**config.mk**
```make
export PLATFORM = sky130hd
export DESIGN_NAME = mciir_ram
export DESIGN_NICKNAME = d
export VERILOG_FILES = /design/src/rtl/mciir_ram.sv
export SDC_FILE = /design/constraint.sdc
export NUM_CORES = 1
export LEC_CHECK = 0
export ABC_AREA = 1
export BUFFER_PORTS_ARGS = -buffer_cell sky130_fd_sc_hd__buf_4
export CAP_MARGIN = 20
export CORE_UTILIZATION = 60
export CTS_CLUSTER_SIZE = 16
export DETAILED_ROUTE_END_ITERATION = 7
export PLACE_DENSITY_LB_ADDON = 0.05
export SYNTH_ARGS = -nofsm -noshare
export SYNTH_HDL_FRONTEND = slang
export SYNTH_SLANG_ARGS = --single-unit
```
**constraint.sdc**
```tcl
create_clock -name aclk -period 3.63 [get_ports aclk]
set_clock_uncertainty 0.2 [all_clocks]
set_input_delay 1.089 -clock aclk [delete_from_list [all_inputs] [get_ports aclk]]
set_output_delay 1.089 -clock aclk [all_outputs]
set_load 0.01 [all_outputs]
```
**src/rtl/mciir_ram.sv**
```systemverilog
// ----------------------------------------------------------------------------
// mciir_ram
// Generic single-write, single-read RAM with registered read data.
// ----------------------------------------------------------------------------
module mciir_ram #(
    parameter int WIDTH = 32,
    parameter int DEPTH = 32,
    parameter int AW    = (DEPTH > 1) ? $clog2(DEPTH) : 1
) (
    input  logic             aclk,
    input  logic             we,
    input  logic [AW-1:0]    waddr,
    input  logic [WIDTH-1:0] wdata,
    input  logic             re,
    input  logic [AW-1:0]    raddr,
    output logic [WIDTH-1:0] rdata
);

    logic [WIDTH-1:0] mem [DEPTH];

    always_ff @(posedge aclk) begin
        if (we) begin
            mem[waddr] <= wdata;
        end
        if (re) begin
            rdata <= mem[raddr];
        end
    end

endmodule

```
Word-level counts from Yosys, hierarchy flattened:

Memory sizes are Yosys's and may differ from the RTL's. A register that Yosys moved wholly into a read port is not among the register bits.
Cells that the tools add are included.

* add/sub/neg operators: 0
* multiply operators: 0
* div/mod/pow operators: 0
* order comparisons: 0
* equality and inequality tests: 0
* shift operators: 0
* mux-type cells: 2
* bitwise gates (word level): 0
* reduce and logical (&&, ||, !) cells: 0

Operators with widths (count)
* two-way mux 1 bit: 2

* flip-flop bits (word level): 0
* latch bits: 0
* RAM bits: 1024
* ROM bits: 0
* input bits: 45
* output and inout bits: 32
* logic and storage cells: 3
* memories kept: 1

Memory list
* mem: depth 32, width 32, rd ports 1, clocked after memory_dff 1, wr ports 1, RTL line 19 `logic [WIDTH-1:0] mem [DEPTH];`

Depth between registers and ports, before layout:

* word-level depth: 2
* gate-level depth with buffers: 12
* mapped depth without buffers: 9

Least setup slack after synthesis:

OpenSTA, ideal clock, no wires.

* kind: input -> register
* start point: input port waddr[0]
* end point: memory mem[8][0] (enable)
* library setup time: 0.421 ns
* data arrival time: 2.744 ns
* data required time: 3.009 ns
* path slack: 0.265 ns
* stages: 3
* path buffers: 0
* cells stage by stage: inv_1 > nand3_1 > nor2_1

RTL lines
* start, declared: RTL line 12 `input logic [AW-1:0] waddr,`
* end, declared: RTL line 19

Straight into the memory's write port.

Worst setup path after layout:

* start point: register rdata[19] (read register of mem)
* end point: output port rdata[19]

RTL lines
* start, declared: RTL line 16 `output logic [WIDTH-1:0] rdata`

No word-level cell between the ends.

==> impl_metrics.toml <==
[route]
drc_errors = 0
wl_met2_mm = 54.71
avgRoutedWirePerCell_um = 25.30
wl_mm = 117.4
vias = 28064
detail-route-antenna-nets = 0
via_per_inst = 6.047
routed-wl-met3_mm = 11.85
met1_length_mm = 46.40
initialDrtViolationCount = 3390
top_layer = "met5"
first_pass_iters = 6

[yosys]
yosysSeqAreaShare_pct = 74.22
syn-num-nets = 3581
yosysWarningCount = 0
syn_area_um2 = 42730
synth_area_leaders = "edfxtp_1, nand2_1, nand3_1, buf_6, buf_2"
yosys.cell_types.count = 13
synth_top_area_share_pct = 74.22
syn_area_per_cell_um2 = 12.08
synth_top_area_cell = "edfxtp_1"
syn_inst = 3536
synth_seq_cells = 1056

[worst_setup_path]
crit_family = "flip-flops"
crit_fanout = 1
crit_slowest_cell = "edfxtp_1"
cp_data_arrival_time_ns = 1.39
slowest_delay_ns = 0.53
critPathRequiredTime_ns = 2.34
crit_type = "reg2out"
critPathBufInv = 1
crit_path_cell_trace = "buf_4"
worst_setup_path_end_kind = "output pin"
critPathLaunchType = "register"

[floorplan]
die_h_um = 268.9
die_w_um = 268.9
start_util_pct = 60.80
io_pins = 77
dieArea_um2 = 72280
core_area_um2 = 70270
num_rows = 97

[clock_tree]
htreeDepth = 3
postCtsSetupRepairBufs = 0
cts_buffers = 103
clk-insertion-delay-late_ns = 0.65
cts.hold.buffers_added = 0
cts_sinks = 1056
ctsResizeCount = 0
cts_tree = "yes"
cts-root-buf = "clkbuf_16"
clkTransAtPathRegs_ns = 0.06
cts_max_path_buffers = 3

[global_routing]
grt_max_degree = 136
track_usage_pct = 33.00
antenna_found_initial = 5
grt_pass1_wl_mm = 171.1
grt_pass1_vias = 26638
grt_overflow = 0

[finish]
utilization_pct = 68.11
multiInputGateArea_um2 = 9669
final_nets = 3666
layout-drive-gt1-share_pct = 10.24
num-fill-cells = 5068
synthToLayoutAreaGrowth_pct = 12.02
area.sequential_um2 = 31710

[sta]
final.min_clock_period_ns = 2.678
grt_setup_unrepaired = "false"
finalCritPeriodShare_pct = 73.76
fmax_mhz = 373.5
slew_headroom_pct = 44.75
whs_ns = 0.6252
setup_tns_ns = 0
tightest_slew_ns = 0.8287
maxSlewViolCount = 0
worst_slack_ns = 0.9525
setup_viol = 0
hold_viol = 0

[job]
max_cap_violations = 0

[power_and_ir_drop]
p_per_area_nw_per_um2 = 540.4
ir_drop_mv = 0.4361
cellLeakagePower_nw = 17.61

[placed_design]
portBuffers = 76
dp_hpwl_mm = 59.68
gp_congestion = 0.8032
place_ws_ns = 0.5271

[run_status]
status = "completed"

[hold_path]
hold_class = "reg2reg"
==> report_power, final <==
part / internal, mW / switching [mW]
Sequential: 13.6 / 0.0635
Combinational: 0.449 / 1.15
Clock: 6.18 / 4.42
Total: 20.2 / 5.63
==> Yosys cell counts <==
cell type / instances
buf_2: 83
nand3_1: 780
clkbuf_1: 24
buf_6: 66
nor2_1: 32
buf_4: 24
inv_1: 7
buf_1: 18
buf_8: 3
inv_8: 1
inv_2: 2
edfxtp_1: 1056
nand2_1: 1440
==> path summary, 6_finish.rpt <==
path,start,end,slack (ns),depth (start not counted)
max,rdata[19],rdata[19],0.95,1
max reg2reg,mem[25][20],rdata[20],2.08,8
min,mem[10][24],rdata[24],0.63,8
min reg2reg,mem[10][24],rdata[24],0.63,8
==> placed cells by master, fill, tap and decap left out, types with 4 or more instances in the layout <==
master      Yosys  routed
edfxtp_1     1056    1056
buf_12          0      33
buf_4          24     162
nor2_4          0      32
clkinv_1        0      23
clkinvlp_4      0       4
nand2_1      1440    1440
bufinv_16       0      13
clkbuf_16       0     105
clkinv_2        0      20
nand3_1       780     780
inv_1           7       6
clkbuf_1       24      16
==> layout make-up <==
| class | instances | share of cell area (%) |
|---|---|---|
| clock inverter | 63 | 1.323 |
| inverter | 10 | 0.1333 |
| sequential | 1056 | 66.26 |
| multi-input combinational | 2252 | 20.20 |
| antenna | 1 | 0.005228 |
| tap | 940 | 2.457 |
| clock buffer | 121 | 5.615 |
| timing repair buffer | 198 | 4.008 |
==> metal layers <==
| layer | global-route usage [%] | vias up |
|---|---|---|
| met1 | 45.75 | 13772 |
| met2 | 51.89 | 1473 |
| met3 | 6.648 | 273 |
| li1 | - | 12538 |
| met5 | 0 | - |
| met4 | 12.85 | 8 |
==> state kept, by name, summed over array words and instances, names as in the netlist <==
signal	count
mem	1024
rdata	32
==> cell families after synthesis <==
logic type | count (synthesis) | share of synthesized area [%]
DFF | 1056 | 74.22
buffers and inverters | 228 | 3.713
and+or+nand+nor | 2252 | 22.07
==> worst min-delay path, cell delays in order (launching register included) <==
cell and delay, ns:
edfxtp_1 0.32, nand2_1 0.05, nand3_1 0.06, nand3_1 0.06, nand2_1 0.06, nand2_1 0.04
nand2_1 0.06, nand2_1 0.04, nand2_1 0.04
==> per-stage QoR <==
stage                     area [um^2]  instances  power, mW
after global routing            47860       4641      26.56
final                           47860       4641      25.87
after global placement          44540       4456      15.46
after detailed placement        44540       4456      15.50
after CTS                       47860       4640      25.98
after floorplan                 42730       3536      14.85
(Power assumes the default switching activity.)
