[src/rtl/mciir_pkg.sv]
// ----------------------------------------------------------------------------
// mciir_pkg
// Shared types, register map and defaults for the multichannel IIR filter.
// ----------------------------------------------------------------------------
package mciir_pkg;

    localparam int DEFAULT_CHANNELS  = 32;
    localparam int DEFAULT_MAX_ORDER = 2;

    localparam int DATA_W   = 32;  // Q16.16 samples
    localparam int COEF_W   = 32;  // Q2.29 coefficients
    localparam int COEF_FRAC = 29;
    localparam int CH_W     = 5;   // channel field
    localparam int ORDER_W  = 2;
    localparam int TDATA_W  = 40;  // channel + sample, padded to bytes
    localparam int APB_AW   = 5;
    localparam int APB_DW   = 32;

    localparam logic [ORDER_W-1:0]       RST_ORDER = 2'd1;
    localparam logic signed [COEF_W-1:0] RST_B0    = 32'sd65566574;
    localparam logic signed [COEF_W-1:0] RST_B1    = 32'sd65566574;
    localparam logic signed [COEF_W-1:0] RST_B2    = 32'sd0;
    localparam logic signed [COEF_W-1:0] RST_A1    = -32'sd405737765;
    localparam logic signed [COEF_W-1:0] RST_A2    = 32'sd0;

    // Register index (byte address / 4)
    typedef enum logic [2:0] {
        REG_ORDER = 3'd0,
        REG_B0    = 3'd1,
        REG_B1    = 3'd2,
        REG_B2    = 3'd3,
        REG_A1    = 3'd4,
        REG_A2    = 3'd5
    } mciir_reg_t;

    typedef struct packed {
        logic [ORDER_W-1:0]       order;
        logic signed [COEF_W-1:0] b0;
        logic signed [COEF_W-1:0] b1;
        logic signed [COEF_W-1:0] b2;
        logic signed [COEF_W-1:0] a1;
        logic signed [COEF_W-1:0] a2;
    } mciir_cfg_t;

endpackage

[src/rtl/mciir_regs.sv]
// ----------------------------------------------------------------------------
// mciir_regs
// APB register file holding the filter order and the five coefficients.
// ----------------------------------------------------------------------------
module mciir_regs
    import mciir_pkg::*;
(
    input  logic              aclk,
    input  logic              aresetn,
    input  logic              psel,
    input  logic              penable,
    input  logic              pwrite,
    input  logic [APB_AW-1:0] paddr,
    input  logic [APB_DW-1:0] pwdata,
    output logic [APB_DW-1:0] prdata,
    output logic              pready,
    output mciir_cfg_t        cfg
);

    mciir_cfg_t cfg_reg;
    logic       wr_en;
    logic [2:0] reg_idx;

    assign pready  = 1'b1;
    assign wr_en   = psel && penable && pwrite && pready;
    assign reg_idx = paddr[APB_AW-1:2];
    assign cfg     = cfg_reg;

    always_ff @(posedge aclk) begin
        if (!aresetn) begin
            cfg_reg.order <= RST_ORDER;
            cfg_reg.b0    <= RST_B0;
            cfg_reg.b1    <= RST_B1;
            cfg_reg.b2    <= RST_B2;
            cfg_reg.a1    <= RST_A1;
            cfg_reg.a2    <= RST_A2;
        end else if (wr_en) begin
            case (reg_idx)
                REG_ORDER: cfg_reg.order <= pwdata[ORDER_W-1:0];
                REG_B0:    cfg_reg.b0    <= pwdata;
                REG_B1:    cfg_reg.b1    <= pwdata;
                REG_B2:    cfg_reg.b2    <= pwdata;
                REG_A1:    cfg_reg.a1    <= pwdata;
                REG_A2:    cfg_reg.a2    <= pwdata;
                default: ;
            endcase
        end
    end

    always_comb begin
        case (reg_idx)
            REG_ORDER: prdata = APB_DW'(cfg_reg.order);
            REG_B0:    prdata = cfg_reg.b0;
            REG_B1:    prdata = cfg_reg.b1;
            REG_B2:    prdata = cfg_reg.b2;
            REG_A1:    prdata = cfg_reg.a1;
            REG_A2:    prdata = cfg_reg.a2;
            default:   prdata = '0;
        endcase
    end

endmodule

[config.mk]
export PLATFORM = sky130hd
export DESIGN_NAME = mciir_regs
export DESIGN_NICKNAME = d
export VERILOG_FILES = /design/src/rtl/mciir_pkg.sv /design/src/rtl/mciir_regs.sv
export SDC_FILE = /design/constraint.sdc
export NUM_CORES = 1
export LEC_CHECK = 0
export ABC_AREA = 1
export BUFFER_PORTS_ARGS = -buffer_cell sky130_fd_sc_hd__clkbuf_2
export CORE_MARGIN = 5
export CORE_UTILIZATION = 52
export DETAILED_ROUTE_END_ITERATION = 12
export PLACE_DENSITY = 0.87
export SYNTH_ARGS = -nofsm -noshare
export SYNTH_HDL_FRONTEND = slang
export SYNTH_SLANG_ARGS = --single-unit
[constraint.sdc]
create_clock -name aclk -period 1.6 [get_ports aclk]
set_clock_uncertainty 0.1 [all_clocks]
set_input_delay 0.16 -clock aclk [delete_from_list [all_inputs] [get_ports aclk]]
set_output_delay 0.16 -clock aclk [all_outputs]
set_load 0.05 [all_outputs]
# After elaboration in Yosys (flattened, before gate mapping)
# Cells that the tools add are included.
[op_classes]
n_mux = 1
n_eq_ne = 5
reduce_logical = 9
[ops]
columns = ["cell", "n"]
rows = [
  ["$pmux W32 S6", 1],
  ["$reduce_and A2 Y1", 6],
  ["$eq A3 B2 Y1 const B", 2],
  ["$eq A3 B3 Y1 const B", 2],
  ["$eq A3 B1 Y1 const B", 1],
  ["$logic_not A3 Y1", 1],
  ["$logic_and A1 B1 Y1", 2],
]
[totals]
inputBits = 42
regBits = 162

# Longest topological paths before layout
[logic_depth]
word_depth = 3
depth_mapped = 8
mapped_depth_nobuf = 6

# Least setup slack after synthesis
# No wires, ideal clock.
[synth_path]
path_type = "input to output"
startpoint = "in paddr[4]"
endpoint = "out prdata[10]"
path_stages = 7
arrival_ns = 1.432
slack_ns = -0.092
t_required_ns = 1.340
n_path_buf = 3
cell_sequence = "buf_2 buf_2 buf_1 nand4_1 nand2_1 inv_1 nand3_1"
[synth_between]
elab_chain_cells = 2
elab_cells_between_ends = 7
classes_between = "eq/ne (5); mux (1); reduce/logical (1)"
[synth_rtl]
columns = ["item", "line", "source"]
rows = [
  ["start: declaration", "mciir_regs.sv:13", "input logic [APB_AW-1:0] paddr,"],
  ["$eq A3 B3 Y1 (tied with other cells)", "mciir_regs.sv:51", "case (reg_idx)"],
  ["$pmux W32 S6 (*)", "mciir_regs.sv:51", ""],
  ["end: declaration", "mciir_regs.sv:15", "output logic [APB_DW-1:0] prdata,"],
]
# Every way passes the cells marked *; elsewhere a longest branch is shown, timed or not.

# Worst setup path in the final report
[layout_path]
startpoint = "reg cfg_reg, in the netlist cfg[7]"
endpoint = "out prdata[7]"
[layout_between]
elab_chain_cells = 1
[layout_rtl]
columns = ["item", "line", "source"]
rows = [
  ["start: declaration", "mciir_regs.sv:20", "mciir_cfg_t cfg_reg;"],
  ["$pmux W32 S6", "mciir_regs.sv:51", ""],
]
# No other way between the ends.

==> impl_metrics.json <==
{
  "antenna_found_initial": 1,
  "crit_arrival_ns": 1.34,
  "htree_levels": 4,
  "cp-end-kind": "output port",
  "final.min_clock_period_ns": 1.60,
  "grt_pass1_wl_microns": 45100,
  "final_cells": 1695,
  "worstPathMaxFanout": 3,
  "synth-warning-count": 0,
  "yosysUniqueCellTypes": 18,
  "synth_area_per_cell_sq_um": 6.18,
  "grt_use_total": 0.315,
  "maxCapViolCount": 0,
  "ff2ff_setup_slack_ns": 0.75,
  "nFillCells": 1016,
  "root_buffer": "clkbuf_16",
  "grt_overflow": 0,
  "synth_nets": 1292,
  "synth_area_sq_um": 7730,
  "layout-drive-gt1-share": 0.276,
  "num_rows": 44,
  "numCtsBuffers": 17,
  "grt_setup_unrepaired": "yes",
  "largest_register_ffs": 162,
  "startpoint_type": "register",
  "wire_per_inst_microns": 16.9,
  "fin_nets": 1540,
  "peakVddDrop_uv": 709,
  "power.density_nw_per_um2": 906,
  "first_pass_iters": 8,
  "core_area_sq_um": 14500,
  "post-place-ws_ns": -0.0525,
  "violations": "setup timing",
  "hold_viol": 0,
  "start_util": 0.532,
  "cts_sinks": 162,
  "final_common_cell": "nand2_1",
  "outcome": "finished with violations",
  "timing.fmax_mhz": 623,
  "fin_util": 0.746,
  "wl_microns": 28700,
  "hold_class": "in -> reg",
  "vias_per_cell": 5.51,
  "crit_required_ns": 1.34,
  "num_vias": 9346,
  "drv_slew": 0,
  "placedCellCount": 1630,
  "ys_ff_latch": 162,
  "area_delta_synth_final_pct": 40.4,
  "clk_path_buf_depth": 2,
  "die_x_microns": 132,
  "cts.clk_slew.worst_paths_ns": 0.06,
  "netlist_instances": 1250,
  "ioPinCount": 237,
  "gp_congestion": 0.878,
  "leakagePower_nw": 5.52,
  "layout_common_cells": "351 x nand2_1, 301 x nor2_1, 200 x clkbuf_2, 132 x nand3_1",
  "clock_latency_ns": 0.43,
  "cts_tree": "done",
  "die-area_sq_um": 17400,
  "setup_viol": 1,
  "ant_nets": 0,
  "drc_errors": 0,
  "crit_type": "reg -> out",
  "dpl.hpwl_microns": 18100,
  "setup_ws_ns": -0.00416,
  "ys_seq_area_frac": 0.420,
  "placement.io_buffers": 233,
  "drtIter0Drc": 1172,
  "final.period_utilization": 1.00,
  "total_power_w": 0.00982,
  "die_y_microns": 132,
  "grt_max_degree": 107,
  "grt_pass1_vias": 8769
}
logic make-up after synthesis:
logic type      synth area share
buf+inv                    0.109
flops                      0.420
other cells             0.000485
compound gates          0.000647
simple gates               0.470
final cells by class:
cell class | instances | area (sq um) | share of cell area
Clock buffer | 22 | 484 | 0.0446
Multi-Input combinational cell | 879 | 3860 | 0.356
Clock inverter | 9 | 129 | 0.0119
Sequential cell | 162 | 3290 | 0.304
Tap cell | 184 | 230 | 0.0212
Timing Repair Buffer | 308 | 2360 | 0.218
Inverter | 130 | 490 | 0.0452
Antenna cell | 1 | 2.50 | 0.000231
critical path, stage by stage (launching register included):
cell      delay, ns
dfxtp_2        0.36
nand4_1        0.12
nand2_1        0.12
inv_1          0.06
nand3_2        0.08
clkbuf_8       0.18
path summary, 6_finish.rpt:
kind / start / to / cells after the start
hold / removal: pwdata[28] / cfg[92] / 5
setup reg to reg: cfg[105] / cfg[105] / 3
hold reg to reg: cfg[108] / cfg[108] / 2
setup / recovery: cfg[7] / prdata[7] / 5
synth_stat cells:
cell / n / area [sq um]
clkbuf_1: 21 / 78.8
buf_4: 2 / 15.0
o21ai_0: 1 / 5.00
conb_1: 1 / 3.75
nand2_1: 353 / 1330
buf_1: 17 / 63.8
nand3_2: 1 / 10.0
nor2_2: 4 / 25.0
inv_1: 127 / 477
inv_2: 2 / 7.51
nor2_1: 314 / 1180
nand2_2: 2 / 12.5
dfxtp_1: 162 / 3240
nand3_1: 164 / 821
inv_4: 1 / 6.26
buf_2: 39 / 195
nand4_1: 36 / 225
nor2_4: 3 / 33.8
power by group:
| group | switching (W) | internal, W | leakage [nW] |
|---|---|---|---|
| sequential | 0.0000461 | 0.00409 | 1.32 |
| combinational | 0.000976 | 0.000464 | 3.91 |
| clock | 0.00164 | 0.00261 | 0.298 |
metal layers:
layer	wire, microns	part of all wire	global-route usage	vias to the layer above
met5	0	0	0	-
met4	1810	0.063	0.193	0
met3	3170	0.11	0.0855	149
met2	13200	0.46	0.492	688
met1	10600	0.37	0.386	4182
li1	-	-	-	4327
stage by stage:
stage	hold WS, ns	setup TNS (ns)	area [sq um]
floorplan	0.186	0	7880
global placement	0.286	0	9700
detailed placement	0.295	-0.456	9700
CTS	0.00195	0	10700
global route	0.0530	-0.138	10800
finish	0.00995	-0.00416	10800
timing repair:
action / in CTS / in global routing
setup buffers: 0 / 5
resized for setup: 30 / 85
hold endpoints to repair: 73 / 0
hold buffers: 28 / 0
pin swaps: 2 / 18
endpoints found under the setup margin: 21 / 29
Note: power is estimated with default switching activity, not from simulation.
